File: src/softmax_normalizer_core_macros.svh
// assertion macros for the softmax normalizer
`ifndef SOFTMAX_NORMALIZER_CORE_MACROS_SVH
`define SOFTMAX_NORMALIZER_CORE_MACROS_SVH
// implication checked on every rising clock edge outside reset
`define SMX_ASSERT_IMP(label, clk, rst_n, ante, cons) \
    label: assert property (@(posedge clk) disable iff (!rst_n) (ante) |-> (cons)) \
        else $error("assertion failed");
// next-cycle implication checked outside reset
`define SMX_ASSERT_NXT(label, clk, rst_n, ante, cons) \
    label: assert property (@(posedge clk) disable iff (!rst_n) (ante) |=> (cons)) \
        else $error("assertion failed");
`endif

File: src/smx_pkg.sv
// shared types, constants and functions for the softmax normalizer
`default_nettype none
package smx_pkg;
    localparam int unsigned IDX_W = 6;
    localparam int unsigned CNT_W = 7;
    localparam int unsigned SUM_W = 23;
    localparam logic [16:0] LOG2E_Q16 = 17'd94548;

    typedef struct packed {
        logic signed [15:0] score;
        logic               final_element;
    } t_in_item;

    typedef struct packed {
        logic [15:0]      probability;
        logic [IDX_W-1:0] position;
        logic             end_of_run;
        logic             overflowed;
    } t_out_item;

    typedef enum logic [3:0] {
        ST_LOAD,
        ST_E_RD,
        ST_E_MUL,
        ST_E_TAB,
        ST_E_INT,
        ST_E_WR,
        ST_D_RD,
        ST_D_INIT,
        ST_D_ITER,
        ST_D_OUT
    } t_state;

    typedef struct packed {
        logic clr_vec;
        logic load;
        logic idx_clr;
        logic idx_inc;
        logic e_mul;
        logic e_tab;
        logic e_int;
        logic e_wr;
        logic d_init;
        logic d_iter;
        logic d_out;
    } t_cmd;

    typedef struct packed {
        logic idx_last;
        logic div_done;
    } t_sts;

    function automatic logic [16:0] pow2_frac(input logic [4:0] j);
        logic [16:0] v;
        unique case (j)
            5'd0:  v = 17'd65536;
            5'd1:  v = 17'd62757;
            5'd2:  v = 17'd60097;
            5'd3:  v = 17'd57549;
            5'd4:  v = 17'd55109;
            5'd5:  v = 17'd52773;
            5'd6:  v = 17'd50535;
            5'd7:  v = 17'd48393;
            5'd8:  v = 17'd46341;
            5'd9:  v = 17'd44376;
            5'd10: v = 17'd42495;
            5'd11: v = 17'd40693;
            5'd12: v = 17'd38968;
            5'd13: v = 17'd37316;
            5'd14: v = 17'd35734;
            5'd15: v = 17'd34219;
            default: v = 17'd32768;
        endcase
        return v;
    endfunction
endpackage
`default_nettype wire

File: src/smx_ram.sv
// generic single-port-write ram with registered read
`default_nettype none
module smx_ram #(
    parameter int unsigned WIDTH = 16,
    parameter int unsigned DEPTH = 64
) (
    input  wire logic                     i_clk,
    input  wire logic                     i_we,
    input  wire logic [$clog2(DEPTH)-1:0] i_waddr,
    input  wire logic [WIDTH-1:0]         i_wdata,
    input  wire logic [$clog2(DEPTH)-1:0] i_raddr,
    output logic      [WIDTH-1:0]         o_rdata
);
    logic [WIDTH-1:0] r_mem [DEPTH];
    always_ff @(posedge i_clk) begin
        if (i_we) begin
            r_mem[i_waddr] <= i_wdata;
        end
        o_rdata <= r_mem[i_raddr];
    end
endmodule
`default_nettype wire

File: src/smx_ctrl.sv
// controller state machine sequencing load, exp and divide passes
`default_nettype none
`include "softmax_normalizer_core_macros.svh"
module smx_ctrl (
    input  wire logic          i_clk,
    input  wire logic          i_rst_n,
    input  wire logic          i_start,
    input  wire logic          i_final,
    input  wire smx_pkg::t_sts i_sts,
    output smx_pkg::t_cmd      o_cmd,
    output logic               o_busy
);
    import smx_pkg::*;
    t_state r_state, n_state;

    always_ff @(posedge i_clk) begin
        if (!i_rst_n) begin
            r_state <= ST_LOAD;
        end else begin
            r_state <= n_state;
        end
    end

    always_comb begin
        n_state = r_state;
        o_cmd   = '0;
        o_busy  = 1'b1;
        unique case (r_state)
            ST_LOAD: begin
                o_busy = 1'b0;
                if (i_start) begin
                    o_cmd.load = 1'b1;
                    if (i_final) begin
                        o_cmd.idx_clr = 1'b1;
                        n_state = ST_E_RD;
                    end
                end
            end
            ST_E_RD: begin
                n_state = ST_E_MUL;
            end
            ST_E_MUL: begin
                o_cmd.e_mul = 1'b1;
                n_state = ST_E_TAB;
            end
            ST_E_TAB: begin
                o_cmd.e_tab = 1'b1;
                n_state = ST_E_INT;
            end
            ST_E_INT: begin
                o_cmd.e_int = 1'b1;
                n_state = ST_E_WR;
            end
            ST_E_WR: begin
                o_cmd.e_wr = 1'b1;
                if (i_sts.idx_last) begin
                    o_cmd.idx_clr = 1'b1;
                    n_state = ST_D_RD;
                end else begin
                    o_cmd.idx_inc = 1'b1;
                    n_state = ST_E_RD;
                end
            end
            ST_D_RD: begin
                n_state = ST_D_INIT;
            end
            ST_D_INIT: begin
                o_cmd.d_init = 1'b1;
                n_state = ST_D_ITER;
            end
            ST_D_ITER: begin
                o_cmd.d_iter = 1'b1;
                if (i_sts.div_done) begin
                    n_state = ST_D_OUT;
                end
            end
            ST_D_OUT: begin
                o_cmd.d_out = 1'b1;
                if (i_sts.idx_last) begin
                    o_cmd.clr_vec = 1'b1;
                    n_state = ST_LOAD;
                end else begin
                    o_cmd.idx_inc = 1'b1;
                    n_state = ST_D_RD;
                end
            end
            default: n_state = ST_LOAD;
        endcase
    end

    `SMX_ASSERT_NXT(a_final_leaves_load, i_clk, i_rst_n,
        r_state == ST_LOAD && i_start && i_final, r_state == ST_E_RD)
    `SMX_ASSERT_IMP(a_busy_off_load, i_clk, i_rst_n, r_state != ST_LOAD, o_busy)
    `SMX_ASSERT_NXT(a_out_to_load, i_clk, i_rst_n, o_cmd.clr_vec, r_state == ST_LOAD)
endmodule
`default_nettype wire

File: src/smx_datapath.sv
// datapath: score and term stores, exp evaluation, restoring divider
`default_nettype none
`include "softmax_normalizer_core_macros.svh"
module smx_datapath #(
    parameter int unsigned MAX_LEN = 64
) (
    input  wire logic              i_clk,
    input  wire logic              i_rst_n,
    input  wire smx_pkg::t_in_item i_item,
    input  wire smx_pkg::t_cmd     i_cmd,
    output smx_pkg::t_sts          o_sts,
    output logic                   o_valid,
    output smx_pkg::t_out_item     o_item
);
    import smx_pkg::*;
    localparam int unsigned AW = (MAX_LEN > 1) ? $clog2(MAX_LEN) : 1;
    localparam logic [CNT_W-1:0] CAP = CNT_W'(MAX_LEN);

    logic [CNT_W-1:0]  r_count;
    logic signed [15:0] r_max;
    logic [SUM_W-1:0]  r_sum;
    logic              r_drop;
    logic [AW-1:0]     r_idx;
    logic [15:0]       w_score_rd, w_term_rd;
    logic              w_store;
    logic [15:0]       w_term;

    // exp pipeline registers
    logic [31:0]       r_e;
    logic [16:0]       r_t0, r_dt;
    logic [11:0]       r_rem;
    logic [5:0]        r_nsh;

    // divider registers
    logic [39:0]       r_rem_d;
    logic [15:0]       r_quo;
    logic [4:0]        r_bit;
    logic              r_dvalid;

    assign w_store = i_cmd.load && (r_count < CAP);

    smx_ram #(.WIDTH(16), .DEPTH(MAX_LEN)) u_score_ram (
        .i_clk(i_clk), .i_we(w_store), .i_waddr(r_count[AW-1:0]),
        .i_wdata(i_item.score), .i_raddr(r_idx), .o_rdata(w_score_rd));

    smx_ram #(.WIDTH(16), .DEPTH(MAX_LEN)) u_term_ram (
        .i_clk(i_clk), .i_we(i_cmd.e_wr), .i_waddr(r_idx),
        .i_wdata(w_term), .i_raddr(r_idx), .o_rdata(w_term_rd));

    logic signed [15:0] n_max;
    logic [CNT_W-1:0]   n_count;
    always_comb begin
        n_max   = r_max;
        n_count = r_count;
        if (w_store) begin
            n_count = r_count + CNT_W'(1);
            if (i_item.score > r_max) begin
                n_max = i_item.score;
            end
        end
    end

    assign o_sts.idx_last = (CNT_W'(r_idx) + CNT_W'(1) == n_count);
    assign o_sts.div_done = (r_bit == 5'd0);

    always_ff @(posedge i_clk) begin
        if (!i_rst_n || i_cmd.clr_vec) begin
            r_count <= '0;
            r_max   <= 16'sh8000;
            r_drop  <= 1'b0;
            r_sum   <= '0;
        end else begin
            r_count <= n_count;
            r_max   <= n_max;
            if (i_cmd.load && !w_store) begin
                r_drop <= 1'b1;
            end
            if (i_cmd.load && i_item.final_element) begin
                r_sum <= '0;
            end else if (i_cmd.e_wr) begin
                r_sum <= r_sum + SUM_W'(w_term);
            end
        end
    end

    always_ff @(posedge i_clk) begin
        if (!i_rst_n) begin
            r_idx <= '0;
        end else if (i_cmd.idx_clr) begin
            r_idx <= '0;
        end else if (i_cmd.idx_inc) begin
            r_idx <= r_idx + AW'(1);
        end
    end

    // exp of -(max - score)
    logic [16:0] w_diff;
    logic [4:0]  w_j;
    logic [15:0] w_n;
    logic [28:0] w_prod;
    logic [16:0] w_v;
    logic [17:0] w_rnd;
    logic [17:0] w_sh;
    always_comb begin
        w_diff = 17'(r_max) - 17'(signed'(w_score_rd));
        w_j    = {1'b0, r_e[15:12]};
        w_n    = r_e[31:16];
        w_prod = 29'(r_dt) * 29'(r_rem) + 29'd2048;
        w_v    = r_t0 - 17'(w_prod[28:12]);
        w_rnd  = 18'(r_t0) + (r_nsh[4:0] == 5'd0 ? 18'd0 :
                 (18'd1 << (r_nsh[4:0] - 5'd1)));
        w_sh   = w_rnd >> r_nsh[4:0];
    end

    always_ff @(posedge i_clk) begin
        if (i_cmd.e_mul) begin
            r_e <= 32'((34'(w_diff) * 34'(LOG2E_Q16)) >> 8);
        end
        if (i_cmd.e_tab) begin
            r_t0  <= pow2_frac(w_j);
            r_dt  <= pow2_frac(w_j) - pow2_frac(w_j + 5'd1);
            r_rem <= r_e[11:0];
            r_nsh <= (w_n >= 16'd17) ? 6'h20 : {1'b0, w_n[4:0]};
        end
        if (i_cmd.e_int) begin
            r_t0 <= w_v;
        end
    end

    // final term, computed from interpolated value held in r_t0
    always_comb begin
        if (r_nsh[5]) begin
            w_term = 16'd0;
        end else if (w_sh > 18'd65535) begin
            w_term = 16'hFFFF;
        end else begin
            w_term = w_sh[15:0];
        end
    end

    // restoring divider: ((term << 16) + sum/2) / sum, saturated
    logic [39:0] w_div;
    assign w_div = {17'd0, r_sum};

    always_ff @(posedge i_clk) begin
        if (!i_rst_n) begin
            r_bit <= 5'd0;
        end else if (i_cmd.d_init) begin
            r_rem_d <= {8'd0, w_term_rd, 16'd0} + {18'd0, r_sum[SUM_W-1:1]};
            r_quo   <= '0;
            r_bit   <= 5'd17;
            r_dvalid <= (r_sum != '0);
        end else if (i_cmd.d_iter && r_bit != 5'd0) begin
            r_bit <= r_bit - 5'd1;
            if (r_rem_d >= (w_div << (r_bit - 5'd1))) begin
                r_rem_d <= r_rem_d - (w_div << (r_bit - 5'd1));
                if (r_bit == 5'd17) begin
                    r_quo <= 16'hFFFF;
                end else if (r_quo != 16'hFFFF || r_bit == 5'd0) begin
                    r_quo <= r_quo | (16'd1 << (r_bit - 5'd1));
                end
            end
        end
    end

    always_ff @(posedge i_clk) begin
        if (!i_rst_n) begin
            o_valid <= 1'b0;
        end else begin
            o_valid <= i_cmd.d_out;
        end
        if (i_cmd.d_out) begin
            o_item.probability <= r_dvalid ? r_quo : 16'd0;
            o_item.position    <= IDX_W'(r_idx);
            o_item.end_of_run  <= o_sts.idx_last;
            o_item.overflowed  <= r_drop;
        end
    end

    `SMX_ASSERT_IMP(a_count_cap, i_clk, i_rst_n, 1'b1, r_count <= CAP)
    `SMX_ASSERT_NXT(a_out_after_cmd, i_clk, i_rst_n, i_cmd.d_out, o_valid)
    `SMX_ASSERT_IMP(a_div_bit_range, i_clk, i_rst_n, 1'b1, r_bit <= 5'd17)
endmodule
`default_nettype wire

File: src/softmax_normalizer_core.sv
// the final element starts the exp pass over all N stored elements, then the divide pass
// each result takes a table read, setup, the divider iterations and an output step
// exp steps per element: read, multiply, table, interpolate, write; non-final loads stay idle
// busy stays high from the final transaction until the last result is out
// synchronous active-low reset clears the counters, maximum and state machine
// results cannot be stalled by the receiver
`default_nettype none
module softmax_normalizer_core #(
    parameter int unsigned MAX_LEN = 64
) (
    input  wire logic                i_clk,
    input  wire logic                i_rst_n,
    input  wire logic                start,
    output logic                     busy,
    input  wire smx_pkg::t_in_item   i_item,
    output logic                     o_valid,
    output smx_pkg::t_out_item       o_item
);
    import smx_pkg::*;
    t_cmd w_cmd;
    t_sts w_sts;

    smx_ctrl u_ctrl (
        .i_clk(i_clk), .i_rst_n(i_rst_n), .i_start(start),
        .i_final(i_item.final_element), .i_sts(w_sts), .o_cmd(w_cmd), .o_busy(busy));

    smx_datapath #(.MAX_LEN(MAX_LEN)) u_dp (
        .i_clk(i_clk), .i_rst_n(i_rst_n), .i_item(i_item), .i_cmd(w_cmd),
        .o_sts(w_sts), .o_valid(o_valid), .o_item(o_item));
endmodule
`default_nettype wire

File: config.mk
export PLATFORM = sky130hd
export DESIGN_NAME = softmax_normalizer_core
export DESIGN_NICKNAME = d
export VERILOG_FILES = /design/src/smx_pkg.sv /design/src/smx_ram.sv /design/src/smx_ctrl.sv /design/src/smx_datapath.sv /design/src/softmax_normalizer_core.sv
export VERILOG_INCLUDE_DIRS = /design/src /design/src/src
export SDC_FILE = /design/constraint.sdc
export NUM_CORES = 2
export LEC_CHECK = 0
export BUFFER_PORTS_ARGS = -buffer_cell sky130_fd_sc_hd__buf_4
export CORE_ASPECT_RATIO = 1.4
export CORE_UTILIZATION = 58
export CTS_BUF_LIST = sky130_fd_sc_hd__clkbuf_16
export DETAILED_ROUTE_END_ITERATION = 10
export PLACE_DENSITY_LB_ADDON = 0.05
export SYNTH_ARGS = -nofsm -noshare
export SYNTH_HDL_FRONTEND = slang
export SYNTH_SLANG_ARGS = --single-unit
File: constraint.sdc
create_clock -name i_clk -period 10.1 [get_ports i_clk]
set_clock_uncertainty 0.1 [all_clocks]
set_input_delay 1.01 -clock i_clk [delete_from_list [all_inputs] [get_ports i_clk]]
set_output_delay 1.01 -clock i_clk [all_outputs]
set_load 0.05 [all_outputs]
==> impl_metrics.csv <==
group,metric,value,unit
status,outcome,"finished, final reports clean",
drt,via_count,64700,
grt,use_met1,40.2,%
layout,final_cells,9819,
grt,grt_pass1_wl,423000,um
setup_path,crit_top_cell,"inv_1",
clock_network,cts_tree,"done",
grt,use_met3,3.92,%
layout,multiInputGateArea,32600,um2
clock_network,clk_path_buf_depth,3,
drt,wire_per_inst,29.7,um
sta,drv_slew,0,
setup_path,critical-path-slowest-cell,"fa_1",
drt,final_antenna_net_count,0,
setup_path,max_stage_delay,0.51,ns
floorplan,die_x,359,um
floorplan,die-area,180000,um2
grt,use_met2,56.0,%
synth,synth_cell_types,89,
synth,ys_async_sr_fraction,0,%
setup_path,r2r_slack,1.26,ns
grt,grt_pass1_vias,63600,
power,ir_worst_vdd,1750,uV
synth,synth_commonest_cells,"edfxtp_1 (2207), a22oi_1 (758), nand2_1 (388)",
setup_path,crit_path_start_kind,"flip-flop",
placed_design,dpl.hpwl,181000,um
sta,worst_pin_slew,1.25,ns
setup_path,required,10.71,ns
clock_network,worstSkewPairLatency,0.87,ns
layout,drive_gt1_share,9.42,%
synth,syn_inst,7218,
setup_path,critPathTopFamily,"adder cells",
clock_network,root_buffer,"clkbuf_16",
floorplan,rows,183,
drt,drt_iter0_drc,6887,
synth,syn_area_per_cell,14.4,um2
synth,synth_edf_count,2207,
drt,routed_wl,291000,um
drt,routed_via_density,6.59,
setup_path,cp.arrival,9.45,ns
synth,ys_ff_latch,2319,
grt,antenna_found_initial,4,
min_path,min-delay-path-class,"reg2reg",
clock_network,clock_sinks,2319,
power,p_per_area,367,nW/um2
floorplan,die_h,502,um
clock_network,numCtsBuffers,209,
setup_path,critical_path_buf_inv_count,6,
synth,syn_nets,7848,
placed_design,dp_cells,9433,
layout,nFillCells,12800,
layout,syn2layout_area_growth,10.5,%
sta,slew_headroom,15.8,%
power,p_leak,0.0398,uW
synth,yosys.area.top_type_share,63.9,%
sta,finalSetupTns,0,ns
synth,synth_area_leaders,"edfxtp_1 (64%), a22oi_1 (5.5%), ha_1 (4.6%)",
placed_design,gp_congestion,0.890,
setup_path,crit_fanout,7,
synth,yosys.area.top_type,"edfxtp_1",
synth,ys_seq_area_share,66.1,%
grt,grt_max_degree,96,
synth,synth.most_common_cell,"edfxtp_1",
sta,setup-violations-final,0,
floorplan,start_util,58.4,%
layout,seq_area,68500,um2
flow_run,max-cap-violations,0,
clock_network,cts_resized,0,
clock_network,cts-htree-levels,4,
sta,fmax,113,MHz
sta,rsz0062_at_grt,"false",
layout,nNetsFinal,7962,
synth,synthesis.area,104000,um2
clock_network,cts_setup_buffers,0,
placed_design,io_buffers,45,
drt,drc,0,
floorplan,coreArea,177000,um2
sta,hold_viol_final,0,
setup_path,worstSetupPathType,"reg2reg",
grt,grt.total_usage,32.1,%
setup_path,end_kind,"flip-flop",
synth,synth_flop_cell,"edfxtp_1",
floorplan,ios,46,
sta,period_needed,8.84,ns
power,power,42000,uW
grt,top_usage_layer,"met2",
sta,fin_crit_sh,87.5,%
grt,grt-ovfl-total,0,
synth,synth_warnings,0,
drt,dr.pass1.iters,6,
clock_network,clkTransAtPathRegs,0.06,ns
clock_network,ctsHoldBuffers,0,
## placed cells by master, fill, tap and decap left out, drive strengths merged, types with 148 or more instances in the layout
cell type and instances:
a21oi 252, a221oi 148, a22oi 758, a31oi 153, buf 304, clkbuf 210, edfxtp 2207, fa 231
ha 379, inv 423, nand2 389, nor2 362, o21ai 154
## sequential cells by signal, indices dropped and copies added, names as in the netlist, 4 cells and up, named ones only
register / count
u_dp.u_term_ram.r_mem: 1024
u_dp.r_dt: 17
u_dp.u_score_ram.r_mem: 1024
u_dp.r_sum: 23
u_dp.u_score_ram.o_rdata: 16
u_dp.r_bit: 5
u_dp.r_e: 26
u_dp.u_term_ram.o_rdata: 16
u_dp.o_item: 24
u_dp.r_max: 16
u_ctrl.r_state: 4
u_dp.r_rem: 12
u_dp.r_quo: 16
u_dp.r_rem_d: 40
u_dp.r_nsh: 6
u_dp.r_count: 7
u_dp.r_t0: 17
u_dp.r_idx: 6
## report_power, final
part	switching (uW)	total, uW	internal [uW]
Clock	3570	7790	4210
Sequential	181	11800	11600
Combinational	12800	22500	9710
Total	16500	42000	25500
## worst register-to-register path: cells and delay by family, from the launching register on
family,cells,cell delay [ns]
flip-flops,1,0.32
XOR/XNOR,1,0.17
buffers and inverters,6,0.52
AO/OA/AOI/OAI,14,3.09
AND/OR/NAND/NOR,2,0.60
adder cells (fa/ha/maj),10,3.92
## stage by stage
| step | utilization, % | instance area (um2) | worst slack [ns] | hold slack (ns) |
|---|---|---|---|---|
| final | 64.6 | 115000 | 1.26 | 0.316 |
| after global routing | 64.6 | 115000 | 0.742 | 0.321 |
| after CTS | 64.6 | 115000 | 1.33 | 0.318 |
| after detailed placement | 60.8 | 108000 | 1.38 | 0.305 |
| after global placement | 60.8 | 108000 | 1.48 | 0.302 |
| after floorplan | - | 104000 | 0.682 | 0.300 |
## cells by family after synthesis
group | after synthesis | share of synthesized area, %
fa+ha+maj | 610 | 9.03
compound gates | 1944 | 13.5
mux | 81 | 1.00
flops | 2319 | 66.1
xor+xnor | 171 | 1.46
buf+inv | 778 | 2.84
simple gates | 1315 | 6.11
## final timing paths
kind                       from        endpoint  depth (start not counted)
setup reg to reg  u_dp.r_max[0]       flip-flop                         33
hold reg to reg    u_dp.r_e[10]  u_dp.r_rem[10]                          0
setup / recovery  u_dp.r_max[0]       flip-flop                         33
hold / removal     u_dp.r_e[10]  u_dp.r_rem[10]                          0
## area by class of cell
class,instances,share of cell area [%]
antenna,2,0.00437
multi-input combinational,4121,28.4
sequential,2319,59.8
clock buffer,210,4.59
tap,2312,2.53
timing repair buffer,304,2.12
clock inverter,174,1.29
inverter,377,1.24
## layer usage
metal | vias to the layer above | part of all wire (%)
li1 | 28400 | -
met3 | 527 | 7.1
met5 | - | 0.0031
met1 | 32900 | 37
met4 | 2 | 4.8
met2 | 2960 | 51
Power figures use the tool's default switching activity.
